[config.mk]
export PLATFORM = sky130hd
export DESIGN_NAME = mspi_seq
export DESIGN_NICKNAME = d
export VERILOG_FILES = /design/src/hw/rtl/mspi_pkg.sv /design/src/hw/rtl/mspi_seq.sv
export SDC_FILE = /design/constraint.sdc
export NUM_CORES = 1
export LEC_CHECK = 0
export ABC_CLOCK_PERIOD_IN_PS = 7600
export BUFFER_PORTS_ARGS = -buffer_cell sky130_fd_sc_hd__buf_4
export CAP_MARGIN = 30
export CELL_PAD_IN_SITES_DETAIL_PLACEMENT = 1
export CELL_PAD_IN_SITES_GLOBAL_PLACEMENT = 2
export CORE_AREA = 3 3 187 189
export CTS_CLUSTER_SIZE = 40
export DETAILED_ROUTE_END_ITERATION = 12
export DIE_AREA = 0 0 190 192
export GPL_ROUTABILITY_DRIVEN = 0
export GPL_TIMING_DRIVEN = 0
export PLACE_DENSITY_LB_ADDON = 0.1
export SLEW_MARGIN = 30
export SYNTH_ARGS = -nofsm -noshare
export SYNTH_HDL_FRONTEND = slang
export SYNTH_SLANG_ARGS = --single-unit
[constraint.sdc]
create_clock -name clk -period 7.6 [get_ports clk]
set_input_delay 1.14 -clock clk [delete_from_list [all_inputs] [get_ports clk]]
set_output_delay 1.14 -clock clk [all_outputs]
set_load 0.02 [all_outputs]
[src/hw/rtl/mspi_pkg.sv]
`timescale 1ns / 1ps

package mspi_pkg;

    // Request and card byte codes
    localparam logic [2:0] CMD_INIT  = 3'd0;
    localparam logic [2:0] CMD_READ  = 3'd1;
    localparam logic [2:0] CMD_WRITE = 3'd2;
    localparam logic [2:0] CMD_CARD  = 3'd3;
    localparam logic [2:0] CMD_LOAD  = 3'd4;

    // Final status codes
    localparam logic [3:0] ST_OK       = 4'd0;
    localparam logic [3:0] ST_BLOCKLEN = 4'd1;
    localparam logic [3:0] ST_RESPONSE = 4'd2;
    localparam logic [3:0] ST_TOKEN    = 4'd3;
    localparam logic [3:0] ST_INIT     = 4'd4;
    localparam logic [3:0] ST_TIMEOUT  = 4'd5;
    localparam logic [3:0] ST_CRC      = 4'd6;
    localparam logic [3:0] ST_WRITE    = 4'd7;
    localparam logic [3:0] ST_OTHER    = 4'd8;

    // Card protocol bytes
    localparam logic [7:0] BYTE_DUMMY   = 8'hFF;
    localparam logic [7:0] BYTE_CMD_HDR = 8'h40;
    localparam logic [7:0] BYTE_CRC0    = 8'h95;
    localparam logic [7:0] BYTE_TOKEN   = 8'hFE;
    localparam logic [7:0] RESP_MASK    = 8'h1F;
    localparam logic [7:0] RESP_ACCEPT  = 8'h05;
    localparam logic [7:0] RESP_CRC_ERR = 8'h0B;
    localparam logic [7:0] RESP_WR_ERR  = 8'h0D;
    localparam logic [7:0] R1_READY     = 8'h00;
    localparam logic [7:0] R1_IDLE      = 8'h01;

    localparam logic [5:0] IDX_CMD0  = 6'd0;
    localparam logic [5:0] IDX_CMD1  = 6'd1;
    localparam logic [5:0] IDX_CMD13 = 6'd13;
    localparam logic [5:0] IDX_CMD16 = 6'd16;
    localparam logic [5:0] IDX_CMD17 = 6'd17;
    localparam logic [5:0] IDX_CMD24 = 6'd24;

    localparam int CNT_W = 14;
    localparam logic [2:0] FRAME_LEN = 3'd6;
    localparam logic [CNT_W-1:0] INIT_DUMMIES = 14'd11;
    localparam logic [CNT_W-1:0] CRC_BYTES    = 14'd2;

    typedef struct packed {
        logic [2:0]  command;
        logic [31:0] address;
        logic [7:0]  rx_byte;
        logic [7:0]  write_byte;
        logic [8:0]  buffer_index;
    } in_item_t;

    typedef struct packed {
        logic       tx_valid;
        logic [7:0] tx_byte;
        logic       select_active;
        logic       read_valid;
        logic [7:0] read_byte;
        logic       read_last;
        logic       done_res;
        logic [3:0] status;
        logic       fast_clock;
    } out_item_t;

    // One byte of a six byte command frame
    function automatic logic [7:0] frame_byte(input logic [5:0] idx, input logic [31:0] arg,
                                              input logic [7:0] crc, input logic [2:0] fi);
        logic [7:0] b;
        case (fi)
            3'd0:    b = BYTE_CMD_HDR | {2'b00, idx};
            3'd1:    b = arg[31:24];
            3'd2:    b = arg[23:16];
            3'd3:    b = arg[15:8];
            3'd4:    b = arg[7:0];
            default: b = crc;
        endcase
        return b;
    endfunction

endpackage

[src/hw/rtl/mspi_seq.sv]
`timescale 1ns / 1ps

module mspi_seq #(
    parameter int BLOCK_BYTES    = 512,
    parameter int RESPONSE_TRIES = 65,
    parameter int TOKEN_TRIES    = 1001,
    parameter int BUSY_TRIES     = 10001,
    localparam int AW            = $clog2(BLOCK_BYTES)
) (
    input  logic                clk,
    input  logic                rst_n,
    input  logic                accept,
    input  mspi_pkg::in_item_t  item,
    input  logic [9:0]          blk_len,
    output mspi_pkg::out_item_t result,
    output logic                result_from_ram,
    output logic                wr_en,
    output logic [AW-1:0]       wr_addr,
    output logic [7:0]          wr_data,
    output logic                rd_en,
    output logic [AW-1:0]       rd_addr
);

    typedef enum logic [27:0] {
        P_IDLE    = 28'b1 << 0,  P_I_DUMMY = 28'b1 << 1,  P_I_CMD0  = 28'b1 << 2,
        P_I_R0    = 28'b1 << 3,  P_I_GAP   = 28'b1 << 4,  P_I_CMD1  = 28'b1 << 5,
        P_I_R1    = 28'b1 << 6,  P_I_END   = 28'b1 << 7,  P_B_CMD16 = 28'b1 << 8,
        P_B_R16   = 28'b1 << 9,  P_B_GAP16 = 28'b1 << 10, P_X_CMD   = 28'b1 << 11,
        P_R_R1    = 28'b1 << 12, P_R_TOK   = 28'b1 << 13, P_R_DATA  = 28'b1 << 14,
        P_R_CRC   = 28'b1 << 15, P_W_R1    = 28'b1 << 16, P_W_GAP   = 28'b1 << 17,
        P_W_TOKEN = 28'b1 << 18, P_W_DATA  = 28'b1 << 19, P_W_CRC   = 28'b1 << 20,
        P_W_RESP  = 28'b1 << 21, P_W_BUSY  = 28'b1 << 22, P_S_GAP   = 28'b1 << 23,
        P_S_CMD   = 28'b1 << 24, P_S_HI    = 28'b1 << 25, P_S_LO    = 28'b1 << 26,
        P_T_END   = 28'b1 << 27
    } phase_t;

    localparam int CW = mspi_pkg::CNT_W;
    localparam logic [CW-1:0] RESP_MAX  = CW'(RESPONSE_TRIES);
    localparam logic [CW-1:0] TOKEN_MAX = CW'(TOKEN_TRIES);
    localparam logic [CW-1:0] BUSY_MAX  = CW'(BUSY_TRIES);
    localparam logic [CW-1:0] BLK_MAX   = CW'(BLOCK_BYTES);

    phase_t         phase_reg, phase_next;
    logic [CW-1:0]  bc_reg, bc_next;
    logic [CW-1:0]  rc_reg, rc_next;
    logic [2:0]     fi_reg, fi_next;
    logic [3:0]     hs_reg, hs_next;
    logic [7:0]     lr_reg, lr_next;
    logic           isw_reg, isw_next;
    logic           cf_reg, cf_next;
    logic [31:0]    addr_reg, addr_next;
    logic [9:0]     len_reg, len_next;
    logic [CW-1:0]  xl_reg, xl_next;

    logic [CW-1:0]  bc_inc, rc_inc;
    logic [2:0]     fi_inc;
    logic [7:0]     rx;
    logic           r1_hit;
    logic           do_emit;
    logic [31:0]    idx_wide;
    logic [CW-1:0]  len_wide;

    assign rx       = item.rx_byte;
    assign bc_inc   = bc_reg + 1'b1;
    assign rc_inc   = rc_reg + 1'b1;
    assign fi_inc   = fi_reg + 1'b1;
    assign r1_hit   = (rx == mspi_pkg::R1_READY) || (rx == mspi_pkg::R1_IDLE)
                      || (rc_inc >= RESP_MAX);
    assign idx_wide = 32'(item.buffer_index);
    assign len_wide = CW'(blk_len);

    // Next state and result for one item
    always_comb
    begin
        phase_next = phase_reg;
        bc_next    = bc_reg;
        rc_next    = rc_reg;
        fi_next    = fi_reg;
        hs_next    = hs_reg;
        lr_next    = lr_reg;
        isw_next   = isw_reg;
        cf_next    = cf_reg;
        addr_next  = addr_reg;
        len_next   = len_reg;
        xl_next    = xl_reg;
        do_emit    = 1'b0;
        result     = '0;
        wr_en      = 1'b0;

        if (item.command == mspi_pkg::CMD_LOAD)
        begin
            wr_en = accept && (idx_wide < 32'(BLOCK_BYTES));
        end
        else if (phase_reg == P_IDLE)
        begin
            if (item.command <= mspi_pkg::CMD_WRITE)
            begin
                hs_next = mspi_pkg::ST_OK;
                bc_next = '0;
                rc_next = '0;
                fi_next = '0;
                do_emit = 1'b1;
                if (item.command == mspi_pkg::CMD_INIT)
                begin
                    cf_next    = 1'b0;
                    phase_next = P_I_DUMMY;
                end
                else
                begin
                    isw_next   = (item.command == mspi_pkg::CMD_WRITE);
                    addr_next  = item.address;
                    len_next   = blk_len;
                    xl_next    = (len_wide > BLK_MAX) ? BLK_MAX : len_wide;
                    phase_next = P_B_CMD16;
                end
            end
        end
        else if (item.command == mspi_pkg::CMD_CARD)
        begin
            // advance on the received byte; a phase change clears retry and frame
            case (phase_reg)
                P_I_DUMMY:
                begin
                    bc_next = bc_inc;
                    if (bc_inc >= mspi_pkg::INIT_DUMMIES)
                    begin
                        phase_next = P_I_CMD0;
                    end
                end
                P_I_CMD0, P_I_CMD1, P_B_CMD16, P_X_CMD, P_S_CMD:
                begin
                    fi_next = fi_inc;
                    if (fi_inc >= mspi_pkg::FRAME_LEN)
                    begin
                        case (phase_reg)
                            P_I_CMD0:  phase_next = P_I_R0;
                            P_I_CMD1:  phase_next = P_I_R1;
                            P_B_CMD16: phase_next = P_B_R16;
                            P_X_CMD:   phase_next = isw_reg ? P_W_R1 : P_R_R1;
                            default:   phase_next = P_S_HI;
                        endcase
                    end
                end
                P_I_R0:
                begin
                    rc_next = rc_inc;
                    lr_next = rx;
                    if (r1_hit)
                    begin
                        if (rx == mspi_pkg::R1_IDLE)
                        begin
                            bc_next    = '0;
                            phase_next = P_I_GAP;
                        end
                        else
                        begin
                            hs_next    = mspi_pkg::ST_INIT;
                            phase_next = P_IDLE;
                        end
                    end
                end
                P_I_GAP: phase_next = P_I_CMD1;
                P_I_R1:
                begin
                    rc_next = rc_inc;
                    lr_next = rx;
                    if (r1_hit)
                    begin
                        bc_next = bc_inc;
                        if (rx == mspi_pkg::R1_IDLE && bc_inc < TOKEN_MAX)
                        begin
                            phase_next = P_I_GAP;
                        end
                        else
                        begin
                            phase_next = P_I_END;
                        end
                    end
                end
                P_I_END:
                begin
                    cf_next = 1'b1;
                    if (lr_reg == mspi_pkg::R1_READY)
                    begin
                        hs_next = mspi_pkg::ST_OK;
                    end
                    else if (lr_reg == mspi_pkg::R1_IDLE)
                    begin
                        hs_next = mspi_pkg::ST_TIMEOUT;
                    end
                    else
                    begin
                        hs_next = mspi_pkg::ST_OTHER;
                    end
                    phase_next = P_IDLE;
                end
                P_B_R16:
                begin
                    rc_next = rc_inc;
                    lr_next = rx;
                    if (r1_hit)
                    begin
                        phase_next = P_B_GAP16;
                    end
                end
                P_B_GAP16:
                begin
                    if (lr_reg == mspi_pkg::R1_READY)
                    begin
                        phase_next = P_X_CMD;
                    end
                    else
                    begin
                        hs_next    = mspi_pkg::ST_BLOCKLEN;
                        phase_next = P_T_END;
                    end
                end
                P_R_R1:
                begin
                    rc_next = rc_inc;
                    lr_next = rx;
                    if (r1_hit)
                    begin
                        if (rx == mspi_pkg::R1_READY)
                        begin
                            phase_next = P_R_TOK;
                        end
                        else
                        begin
                            hs_next    = mspi_pkg::ST_RESPONSE;
                            phase_next = P_T_END;
                        end
                    end
                end
                P_R_TOK:
                begin
                    rc_next = rc_inc;
                    if (rx == mspi_pkg::BYTE_TOKEN)
                    begin
                        bc_next    = '0;
                        phase_next = (xl_reg != '0) ? P_R_DATA : P_R_CRC;
                    end
                    else if (rc_inc >= TOKEN_MAX)
                    begin
                        hs_next    = mspi_pkg::ST_TOKEN;
                        phase_next = P_T_END;
                    end
                end
                P_R_DATA:
                begin
                    result.read_valid = 1'b1;
                    result.read_byte  = rx;
                    bc_next           = bc_inc;
                    if (bc_inc >= xl_reg)
                    begin
                        result.read_last = 1'b1;
                        bc_next          = '0;
                        phase_next       = P_R_CRC;
                    end
                end
                P_R_CRC:
                begin
                    bc_next = bc_inc;
                    if (bc_inc >= mspi_pkg::CRC_BYTES)
                    begin
                        hs_next    = mspi_pkg::ST_OK;
                        phase_next = P_T_END;
                    end
                end
                P_W_R1:
                begin
                    rc_next = rc_inc;
                    if (rx == mspi_pkg::R1_READY)
                    begin
                        phase_next = P_W_GAP;
                    end
                    else if (rc_inc >= TOKEN_MAX)
                    begin
                        hs_next    = mspi_pkg::ST_RESPONSE;
                        phase_next = P_T_END;
                    end
                end
                P_W_GAP: phase_next = P_W_TOKEN;
                P_W_TOKEN:
                begin
                    bc_next    = '0;
                    phase_next = (xl_reg != '0) ? P_W_DATA : P_W_CRC;
                end
                P_W_DATA:
                begin
                    bc_next = bc_inc;
                    if (bc_inc >= xl_reg)
                    begin
                        bc_next    = '0;
                        phase_next = P_W_CRC;
                    end
                end
                P_W_CRC:
                begin
                    bc_next = bc_inc;
                    if (bc_inc >= mspi_pkg::CRC_BYTES)
                    begin
                        phase_next = P_W_RESP;
                    end
                end
                P_W_RESP:
                begin
                    rc_next = rc_inc;
                    if ((rx & mspi_pkg::RESP_MASK) == mspi_pkg::RESP_ACCEPT)
                    begin
                        hs_next    = mspi_pkg::ST_OK;
                        phase_next = P_W_BUSY;
                    end
                    else if ((rx & mspi_pkg::RESP_MASK) == mspi_pkg::RESP_CRC_ERR)
                    begin
                        hs_next    = mspi_pkg::ST_CRC;
                        phase_next = P_T_END;
                    end
                    else if ((rx & mspi_pkg::RESP_MASK) == mspi_pkg::RESP_WR_ERR)
                    begin
                        hs_next    = mspi_pkg::ST_WRITE;
                        phase_next = P_T_END;
                    end
                    else if (rc_inc >= RESP_MAX)
                    begin
                        hs_next    = mspi_pkg::ST_OTHER;
                        phase_next = P_W_BUSY;
                    end
                end
                P_W_BUSY:
                begin
                    rc_next = rc_inc;
                    if (rx != 8'h00)
                    begin
                        phase_next = (hs_reg == mspi_pkg::ST_OK) ? P_S_GAP : P_T_END;
                    end
                    else if (rc_inc >= BUSY_MAX)
                    begin
                        hs_next    = mspi_pkg::ST_TIMEOUT;
                        phase_next = P_T_END;
                    end
                end
                P_S_GAP: phase_next = P_S_CMD;
                P_S_HI:
                begin
                    rc_next = rc_inc;
                    lr_next = rx;
                    if (rx != mspi_pkg::BYTE_DUMMY || rc_inc >= RESP_MAX)
                    begin
                        phase_next = P_S_LO;
                    end
                end
                P_S_LO:
                begin
                    if (lr_reg != 8'h00 || rx != 8'h00)
                    begin
                        hs_next = mspi_pkg::ST_WRITE;
                    end
                    phase_next = P_T_END;
                end
                default: phase_next = P_IDLE;
            endcase

            if (phase_next != phase_reg)
            begin
                rc_next = '0;
                fi_next = '0;
            end

            if (phase_next == P_IDLE)
            begin
                result.done_res = 1'b1;
                result.status   = hs_next;
            end
            else
            begin
                do_emit = 1'b1;
            end
        end

        // Transmit byte for the phase entered
        if (do_emit)
        begin
            result.tx_valid      = 1'b1;
            result.tx_byte       = mspi_pkg::BYTE_DUMMY;
            result.select_active = 1'b1;
            case (phase_next)
                P_I_DUMMY, P_I_GAP, P_I_END, P_B_GAP16, P_S_GAP, P_T_END:
                    result.select_active = 1'b0;
                P_I_CMD0:
                    result.tx_byte = mspi_pkg::frame_byte(mspi_pkg::IDX_CMD0, 32'h0,
                                         mspi_pkg::BYTE_CRC0, fi_next);
                P_I_CMD1:
                    result.tx_byte = mspi_pkg::frame_byte(mspi_pkg::IDX_CMD1, 32'h0,
                                         mspi_pkg::BYTE_DUMMY, fi_next);
                P_B_CMD16:
                    result.tx_byte = mspi_pkg::frame_byte(mspi_pkg::IDX_CMD16,
                                         32'(len_next), mspi_pkg::BYTE_DUMMY, fi_next);
                P_X_CMD:
                    result.tx_byte = mspi_pkg::frame_byte(
                                         isw_next ? mspi_pkg::IDX_CMD24 : mspi_pkg::IDX_CMD17,
                                         addr_next, mspi_pkg::BYTE_DUMMY, fi_next);
                P_S_CMD:
                    result.tx_byte = mspi_pkg::frame_byte(mspi_pkg::IDX_CMD13, 32'h0,
                                         mspi_pkg::BYTE_DUMMY, fi_next);
                P_W_TOKEN:
                    result.tx_byte = mspi_pkg::BYTE_TOKEN;
                default:
                    result.select_active = 1'b1;
            endcase
        end
        result.fast_clock = cf_next;
    end

    // Write data comes from the buffer through its registered read port, beside the result register
    assign result_from_ram = do_emit && (phase_next == P_W_DATA);
    assign rd_en           = accept && result_from_ram;
    assign rd_addr         = bc_next[AW-1:0];
    assign wr_addr         = idx_wide[AW-1:0];
    assign wr_data         = item.write_byte;

    always_ff @(posedge clk or negedge rst_n)
    begin
        if (!rst_n)
        begin
            phase_reg <= P_IDLE;
            bc_reg    <= '0;
            rc_reg    <= '0;
            fi_reg    <= '0;
            hs_reg    <= '0;
            lr_reg    <= mspi_pkg::BYTE_DUMMY;
            isw_reg   <= 1'b0;
            cf_reg    <= 1'b0;
            addr_reg  <= '0;
            len_reg   <= '0;
            xl_reg    <= '0;
        end
        else if (accept)
        begin
            phase_reg <= phase_next;
            bc_reg    <= bc_next;
            rc_reg    <= rc_next;
            fi_reg    <= fi_next;
            hs_reg    <= hs_next;
            lr_reg    <= lr_next;
            isw_reg   <= isw_next;
            cf_reg    <= cf_next;
            addr_reg  <= addr_next;
            len_reg   <= len_next;
            xl_reg    <= xl_next;
        end
    end

    a_done_no_tx: assert property (@(posedge clk) disable iff (!rst_n)
        accept && result.done_res |-> !result.tx_valid)
        else $error("done result carries a transmit byte");

    a_last_valid: assert property (@(posedge clk) disable iff (!rst_n)
        result.read_last |-> result.read_valid)
        else $error("read_last without read data");

    a_data_range: assert property (@(posedge clk) disable iff (!rst_n)
        (phase_reg == P_W_DATA || phase_reg == P_R_DATA) |-> bc_reg < xl_reg)
        else $error("data byte count beyond block length");

    a_frame_range: assert property (@(posedge clk) disable iff (!rst_n)
        accept |=> fi_reg < mspi_pkg::FRAME_LEN)
        else $error("frame index out of range");

endmodule

==> Word-level counts from Yosys, hierarchy flattened <==
Cells that the tools add are included.
{ "word_totals": {"out_inout_bits": 55, "word_cells": 244, "inputBits": 73, "register_bits": 129} }
{ "op_classes": {"n_reduce_logical": 32, "magnitude_cmp": 11, "eq_ne": 61, "muxes": 122, "add_sub_neg": 3, "bitwise_logic": 3} }
{ "ops": {"columns": ["operator", "count"], "rows": [
  ["$mux 28", 30],
  ["$pmux 28 s21", 1],
  ["$mux 14", 13],
  ["$mux 32", 4],
  ["$pmux 26 s4", 1],
  ["$mux 4", 23],
  ["$pmux 14 s6", 1],
  ["$mux 10", 7],
  ["$eq 28x1->1 const B", 2],
  ["$eq 28x11->1 const B", 2],
  ["$eq 28x12->1 const B", 2],
  ["$eq 28x19->1 const B", 2],
  ["$eq 28x2->1 const B", 2],
  ["$eq 28x20->1 const B", 2],
  ["$eq 28x24->1 const B", 2],
  ["$eq 28x25->1 const B", 2],
  ["$eq 28x3->1 const B", 2],
  ["$eq 28x5->1 const B", 2],
  ["$eq 28x6->1 const B", 2],
  ["$eq 28x8->1 const B", 2],
  ["$eq 28x9->1 const B", 2],
  ["$pmux 8 s2", 3],
  ["$pmux 8 s6", 1],
  ["$mux 15", 3],
  ["other kinds (70)", 119]
]} }

==> Depth between registers and ports, before layout <==
Gate-level depths: netlist (run 1).
{ "depth": {"ltp_word": 20, "ltp_mapped": 24, "ltp_nobuf": 21} }

==> Worst setup path after synthesis (run 1) <==
OpenSTA, ideal clock, no wires.
{ "synth_path": {"path_type": "register to output", "from": "register bc_reg[0]", "to": "output result[24] in the netlist's numbering", "arrival_time_ns": 5.330, "path_buffers": 3, "path_slack_ns": 1.130, "required_time_ns": 6.460, "path_stages_with_launch": 25, "cell_sequence": "dfrtp_1 ha_1 buf_2 nand3_1 nor2_1 xnor2_1 inv_1 ha_1 nand4_1 nor2_1 o2bb2ai_1 nand4bb_1 clkbuf_1 a21o_1 nand3_1 o31ai_1 a21oi_1 nor3_1 nand4_1 or3_1 buf_2 or4b_4 a21oi_1 nor3_1 a31oi_1"} }
{ "synth_lines": {"columns": ["element", "line", "rtl"], "rows": [
  ["from (decl)", "mspi_seq.sv:44", "logic [CW-1:0] bc_reg, bc_next;"],
  ["from (signal assigned)", "mspi_seq.sv:441", "bc_reg <= bc_next;"],
  ["to (decl)", "mspi_seq.sv:15", "output mspi_pkg::out_item_t result,"]
]} }

==> flow_summary.json, run 1 <==
{
  "power.leakage_nw": 5.871,
  "final_hold_violating_endpoints": 0,
  "ys_seq_elements": 125,
  "critical-path-top-delay-family": "simple AND/OR/NAND/NOR gates",
  "worst_hold_path_type": "reg2reg",
  "die-area_mm2": 0.03648,
  "synth_area_leaders": "dfrtp_1 25%, nand2_1 6.9%, mux2_2 6.1%",
  "rr_endpoint": "rc_reg[11]$_DFFE_PN0P_",
  "critical_path_required_ns": 6.46,
  "critical_path_fanout_max": 10,
  "globalRoute.totalOverflow": 0,
  "floorplan.rows": 67,
  "drt-initial-drc-count": 1050,
  "synth_ff_type": "dfrtp_1",
  "post_synth_edffs": 0,
  "detailedRoute.firstPassIterationCount": 6,
  "dr_total_vias": 13400,
  "slew_viol_final": 0,
  "relSlewSlack": 0.2162,
  "routed_wirelength_um": 55760,
  "dp.final_hpwl_um": 42990,
  "finalNetCount": 1775,
  "setup_viol": 0,
  "h-tree-depth": 4,
  "antenna_cells_inserted": 0,
  "period_needed_ns": 7.445,
  "peak_per_stage_delay_on_the_critical_path_ns": 0.57,
  "via_count_of_the_first_global_routing_pass": 13210,
  "die_w_um": 190,
  "max-cap-violations": 0,
  "fillers": 4105,
  "largest_net_degree_at_the_start_of_global_routing": 56,
  "timing_worst_setup_path_type": "reg2out",
  "first_pass_grt_wire_length_um": 83360,
  "max-vdd-ir-drop_v": 0.0001714,
  "synth_largest_area_cell": "dfrtp_1",
  "route.detailed.drc": 0,
  "timing.hold.worst.start": "xl_reg[5]$_DFFE_PN0P_",
  "grt_use_total": 0.3002,
  "worstSkewPairLatency_ns": 0.45,
  "final_layout_size_suffix_gt1_frac": 0.2273,
  "tritoncts": "done",
  "outcome": "completed",
  "crit_path_start_kind": "flop",
  "max_clock_freq_mhz": 134.3,
  "largest_reg_flops": 32,
  "worst_slew_pin_slew_ns": 1.168,
  "grt_antenna_before_repair": 0,
  "worst_setup_path_end_kind": "primary output",
  "start_util": 0.3485,
  "grt.busiest_layer": "met2",
  "place_area_mm2": 0.01312,
  "worst-path-buf-inv": 4,
  "synth_cell_types": 93,
  "number_of_nets_produced_by_synthesis": 1631,
  "drt.antenna.violating_nets": 0,
  "area.growth.synth_to_final_pct": 21.82,
  "via_per_inst": 6.245,
  "power_density_mw_per_mm2": 140.5,
  "gr-usage-met2": 0.4718,
  "met1_usage": 0.4068,
  "die_h_um": 192,
  "critPathCapture": "result[19]",
  "ys_warn_count": 0,
  "root_buffer": "clkbuf_16",
  "fin_cells": 2146,
  "port_buffers": 107,
  "clock-skew-final_ns": 0.01570,
  "worst-r2r-setup-slack_ns": 2.16,
  "fin_area_mm2": 0.01420,
  "worstSetupPathDepth": 19,
  "postSynth.asyncResetShare": 1.000,
  "critical_path.slowest_cell": "or4b_4",
  "clkTransAtPathRegs_ns": 0.07,
  "yosys-top-cells-count": "213 x nand2_1, 136 x nor2_1, 116 x dfrtp_1",
  "post-route-period-util": 0.9796,
  "syn-instance-count": 1541,
  "floorplan.io_pins": 128,
  "yosysTopAreaCellShare": 0.2490,
  "timing.critical_path.arrival_ns": 6.30,
  "tritoncts_num_sinks": 125,
  "final.setup.tns_ns": 0,
  "global_route.usage.met3": 0.04745,
  "placed_cells_incl_taps": 2099,
  "crit-reg2reg-launch": "phase_reg[21]$_DFFE_PN0P_",
  "synth.most_common_cell": "nand2_1",
  "cts_buffers": 17,
  "floorplan.core_area_mm2": 0.03345,
  "ff2ff_path_depth": 13,
  "syn-cell-area_mm2": 0.01166,
  "setup.worst_path.start": "phase_reg[27]$_DFFE_PN0P_",
  "cts_buffer_depth": 2,
  "syn-mean-instance-area_um2": 7.565,
  "seq_area_frac_synth": 0.2693,
  "critical_path.cell_chain": "clkbuf_1 > nor4_2 > nand4_1 > buf_2 > nor4b_2 > nor3_4 > o32a_1 > o21ai_0 > nor3_2 > a31oi_2 > nor3_1 > nand4_1 > or3_1 > buf_2 > or4b_4 > o32a_1 > nor2b_1 > a31oi_1 > buf_4",
  "wl_per_cell_um": 25.98
}
[cell type report]
type / count / area [µm²] / area share
inverter: 44 / 165.2 / 0.01163
buffer: 116 / 560.5 / 0.03947
clock buffer: 18 / 429.2 / 0.03022
sequential: 125 / 3142 / 0.2212
multi-input combinational: 1251 / 8164 / 0.5749
clock inverter: 14 / 156.4 / 0.01101
timing repair buffer: 130 / 1023 / 0.07207
tap: 448 / 560.5 / 0.03947
[where the power goes]
group / switching, mW / total [mW] / internal [mW] / leakage (nW)
Sequential: 0.0293 / 0.719 / 0.689 / 1.65
Combinational: 0.270 / 0.418 / 0.148 / 3.94
Clock: 0.370 / 0.859 / 0.489 / 0.280
Total: 0.669 / 2.00 / 1.33 / 5.87
[through the flow]
stage	utilization	setup WS [ns]	hold WS (ns)	total power [mW]
after floorplan	-	1.130	0.4385	0.9461
after global placement	0.3893	-0.6100	0.4571	1.103
after detailed placement	0.3921	-0.6532	0.4673	1.113
after CTS	0.4151	0.05469	0.4821	1.985
after global routing	0.4246	-0.01824	0.5148	2.070
final	0.4246	0.1554	0.4729	1.995
[metal layers]
layer  up-vias  part of all wire
met5         -                 0
met4         0             0.049
met3       164             0.072
met2       590              0.45
met1      6659              0.43
li1       5989                 -
[placed cells by master, fill, tap and decap left out, types with 14 or more instances in the layout]
master     netlist  layout
or4_1           20      19
dfrtp_1        116     114
clkbuf_1        65      56
buf_2           30      31
xor2_1          14      14
ha_1            17      17
buf_4           21     148
nor3_1          51      43
nor2_1         136     134
o21ai_0         98      97
nor4_1          40      27
inv_1           43      43
mux2i_1         16      16
clkbuf_16        0      17
or3_1           23      23
nand3_1         70      66
a31oi_1         23      21
and3_1          21      21
o31ai_1         24      19
nor4b_1         15      14
nand2_1        213     211
a21oi_1         84      81
nand2b_1        25      24
nand4_1         37      37
xnor2_1         15      15
mux2_2          63      63
[worst min-delay path by stage]
stage,endpoint,cells past startpoint
after floorplan,len_reg[9]$_DFFE_PN0P_,2
after global placement,xl_reg[5]$_DFFE_PN0P_,2
after detailed placement,xl_reg[5]$_DFFE_PN0P_,2
after CTS,xl_reg[5]$_DFFE_PN0P_,2
after global routing,xl_reg[6]$_DFFE_PN0P_,2
final,xl_reg[5]$_DFFE_PN0P_,2
[tightest hold or removal path, stage by stage (launching register included)]
cell and delay, ns:
dfrtp_1 0.34, nand2_1 0.05, nand2_1 0.05
[logic make-up (layout without fill, tap and decap cells)]
group / Yosys count / in the layout / synth area share
multiplexers: 79 / 79 / 0.07459
adder cells (fa/ha/maj): 17 / 17 / 0.01825
XOR/XNOR: 29 / 29 / 0.02179
flip-flops: 125 / 125 / 0.2693
buffers and inverters: 165 / 322 / 0.06311
AND/OR/NAND/NOR: 749 / 749 / 0.3411
AO/OA/AOI/OAI: 377 / 377 / 0.2119
[what timing repair did]
action                                 CTS  global route
pin swaps                                2            10
setup endpoints to repair                9             8
endpoints found under the hold margin    0             0
hold buffers                             0             0
gates resized for setup                 30            47
setup buffers                            5            15
No activity file was read; power rests on OpenSTA's default activity.
==> run 2, diff against run 1 <==
Settings changed: ABC_CLOCK_PERIOD_IN_PS 7600 to 8500, SLEW_MARGIN 30 to 20.
Clock period 7.6 ns to 8.5 ns, I/O delays scaled along.
==> run 2 against run 1 <==
Effect of this change: wire length shrank 0.63%; non-clock buffer count shrank 7; die area is the same; critical path depth is the same; utilization shrank 1.1 points; combinational power shrank 13%; clock skew shrank 0.0047 ns; cell count shrank 0.33%; count of clock-buffer cells in the layout is the same; global-route usage is essentially flat; flip-flop and latch count is the same; critical endpoint unchanged; largest power group unchanged.
==> flow_summary.json, run 2 (synthesis gave the netlist of run 1 again) <==
{
  "drt-initial-drc-count": 1060,
  "net-switching-power_mw": 0.5893,
  "max_clock_freq_mhz": 118.7,
  "root_buffer": "clkbuf_16",
  "worstSkewPairLatency_ns": 0.45,
  "globalRoute.totalOverflow": 0,
  "worst_slew_pin_slew_ns": 1.200,
  "power_density_mw_per_mm2": 127.7,
  "worst_setup_path_end_kind": "primary output",
  "critical_path.slowest_cell": "nor3_1",
  "outcome": "completed",
  "critical_path_required_ns": 7.22,
  "via_per_inst": 6.225,
  "finalNetCount": 1768,
  "p_int_mw": 1.176,
  "slew_viol_final": 0,
  "first_pass_grt_wire_length_um": 83460,
  "die-area_mm2": 0.03648,
  "power.leakage_nw": 5.760,
  "final.setup.tns_ns": 0,
  "critical_path_fanout_max": 10,
  "dp.final_hpwl_um": 42840,
  "timing.critical_path.arrival_ns": 7.15,
  "clkTransAtPathRegs_ns": 0.07,
  "die_h_um": 192,
  "post-route-period-util": 0.9913,
  "critPathCapture": "result[19]",
  "area.growth.synth_to_final_pct": 18.63,
  "routed_wirelength_um": 55410,
  "worstSetupPathDepth": 19,
  "grt_use_total": 0.3005,
  "setup.worst_path.start": "phase_reg[0]$_DFFE_PN1P_",
  "leading_cell_types_in_the_layout_fill_and_taps_excluded": "213 x nand2_1, 135 x nor2_1, 132 x buf_4",
  "max-vdd-ir-drop_v": 0.0001489,
  "peak_per_stage_delay_on_the_critical_path_ns": 0.64,
  "largest_reg_flops": 32,
  "rr_endpoint": "rc_reg[11]$_DFFE_PN0P_",
  "detailedRoute.firstPassIterationCount": 8,
  "start_util": 0.3485,
  "combPwrFrac": 0.205,
  "layout_commonest_cell": "nand2_1",
  "clk_pwr_share": 0.434,
  "dr_total_vias": 13320,
  "worst-path-buf-inv": 4,
  "worst_hold_path_type": "reg2reg",
  "tritoncts": "done",
  "netSwitchingFraction": 0.3338,
  "grt_antenna_before_repair": 0,
  "relSlewSlack": 0.1945,
  "setup_viol": 0,
  "floorplan.core_area_mm2": 0.03345,
  "finalWorstSetupSlack_ns": 0.07414,
  "grt_setup_unrepaired": "no",
  "cts-hold-fix-buffers": 0,
  "crit_path_start_kind": "flop",
  "dp_worst_setup_slack_ns": 0.08251,
  "critical_path.cell_chain": "clkbuf_1 > nor4_4 > nand4_1 > buf_2 > nor4b_1 > nor3_2 > o32a_1 > o21ai_0 > nor3_1 > a31oi_1 > nor3_1 > nand4_1 > or3_1 > buf_2 > or4b_4 > o32a_1 > nor2b_1 > a31oi_1 > buf_4",
  "wl_per_cell_um": 25.90,
  "worst-r2r-setup-slack_ns": 2.49,
  "final_hold_violating_endpoints": 0,
  "max-cap-violations": 0,
  "route.detailed.drc": 0,
  "tritoncts_num_sinks": 125,
  "cts_buffers": 17,
  "period_needed_ns": 8.426,
  "h-tree-depth": 4,
  "port_buffers": 107,
  "final_layout_size_suffix_gt1_frac": 0.1957,
  "critical-path-top-delay-family": "simple AND/OR/NAND/NOR gates",
  "floorplan.rows": 67,
  "cts_buffer_depth": 2,
  "p_seq_frac": 0.361,
  "drt.antenna.violating_nets": 0,
  "ff2ff_path_depth": 14,
  "die_w_um": 190,
  "clock-skew-final_ns": 0.01102,
  "via_count_of_the_first_global_routing_pass": 13370,
  "antenna_cells_inserted": 0,
  "largest_net_degree_at_the_start_of_global_routing": 81,
  "timing_worst_setup_path_type": "reg2out",
  "floorplan.io_pins": 128,
  "crit-reg2reg-launch": "phase_reg[8]$_DFFE_PN0P_"
}
[run 2: cell count changes in the layout (fill, tap and decap cells not counted), sizes merged]
cell	before	now
buf	187	171
clkbuf	77	85
clkinv	4	5
clkinvlp	3	2
dlymetal6s2s	0	1
[run 2: stage by stage]
stage               area, µm²    util  cells  hold slack (ns)  power [mW]
floorplan               11660       -   1541           0.4385      0.8459
global placement        13020  0.3893   2096           0.4571      0.9858
detailed placement      13090  0.3912   2099           0.4680      0.9933
CTS                     13710  0.4099   2134           0.4838       1.767
global route            13830  0.4135   2139           0.5048       1.833
finish                  13830  0.4135   2139           0.4862       1.765
[run 2: metal layers]
layer,share of wire,up-vias,track usage
met2,0.45,573,0.4794
met4,0.046,2,0.1336
met5,0.00083,-,0
met1,0.43,6598,0.3978
met3,0.075,155,0.05384
li1,-,5988,-
[run 2: worst min path at each step]
stage / endpoint / start / cells after the start
floorplan: len_reg[9]$_DFFE_PN0P_ / len_reg[9]$_DFFE_PN0P_ / 2
global placement: xl_reg[5]$_DFFE_PN0P_ / xl_reg[5]$_DFFE_PN0P_ / 2
detailed placement: xl_reg[5]$_DFFE_PN0P_ / xl_reg[5]$_DFFE_PN0P_ / 2
CTS: xl_reg[5]$_DFFE_PN0P_ / xl_reg[5]$_DFFE_PN0P_ / 2
global route: xl_reg[5]$_DFFE_PN0P_ / xl_reg[5]$_DFFE_PN0P_ / 2
finish: xl_reg[5]$_DFFE_PN0P_ / xl_reg[5]$_DFFE_PN0P_ / 2
[run 2: worst register-to-register path, delay by kind of cell, from the launching register on]
family,cells,cell delay (ns)
AOI/OAI and AO/OA,4,1.77
buffers and inverters,4,1.40
DFF,1,0.36
and+or+nand+nor,6,2.34
[run 2: timing repair]
item                                    4_1_cts  5_1_grt
pin swaps                                     1        0
gates cloned                                  0        0
endpoints found under the setup margin        8        8
resized for setup                             4       16
endpoints found under the hold margin         0        0
setup buffers                                 3        0
[run 2: power by group through the flow]
stage	logic, mW	registers, mW	clock network (mW)
after floorplan	0.207	0.639	0
after global placement	0.340	0.646	0
after detailed placement	0.347	0.647	0
after CTS	0.349	0.636	0.782
after global routing	0.389	0.639	0.805
final	0.362	0.637	0.766
[run 2: area by class of cell]
type / count / area (µm²)
Fill cell: 4155 / 19620
Multi-Input combinational cell: 1251 / 7893
Sequential cell: 125 / 3141
Timing Repair Buffer: 118 / 910.9
Buffer: 121 / 573.1
Tap cell: 448 / 560.5
Clock buffer: 18 / 429.2
Inverter: 44 / 165.2
Clock inverter: 14 / 157.7
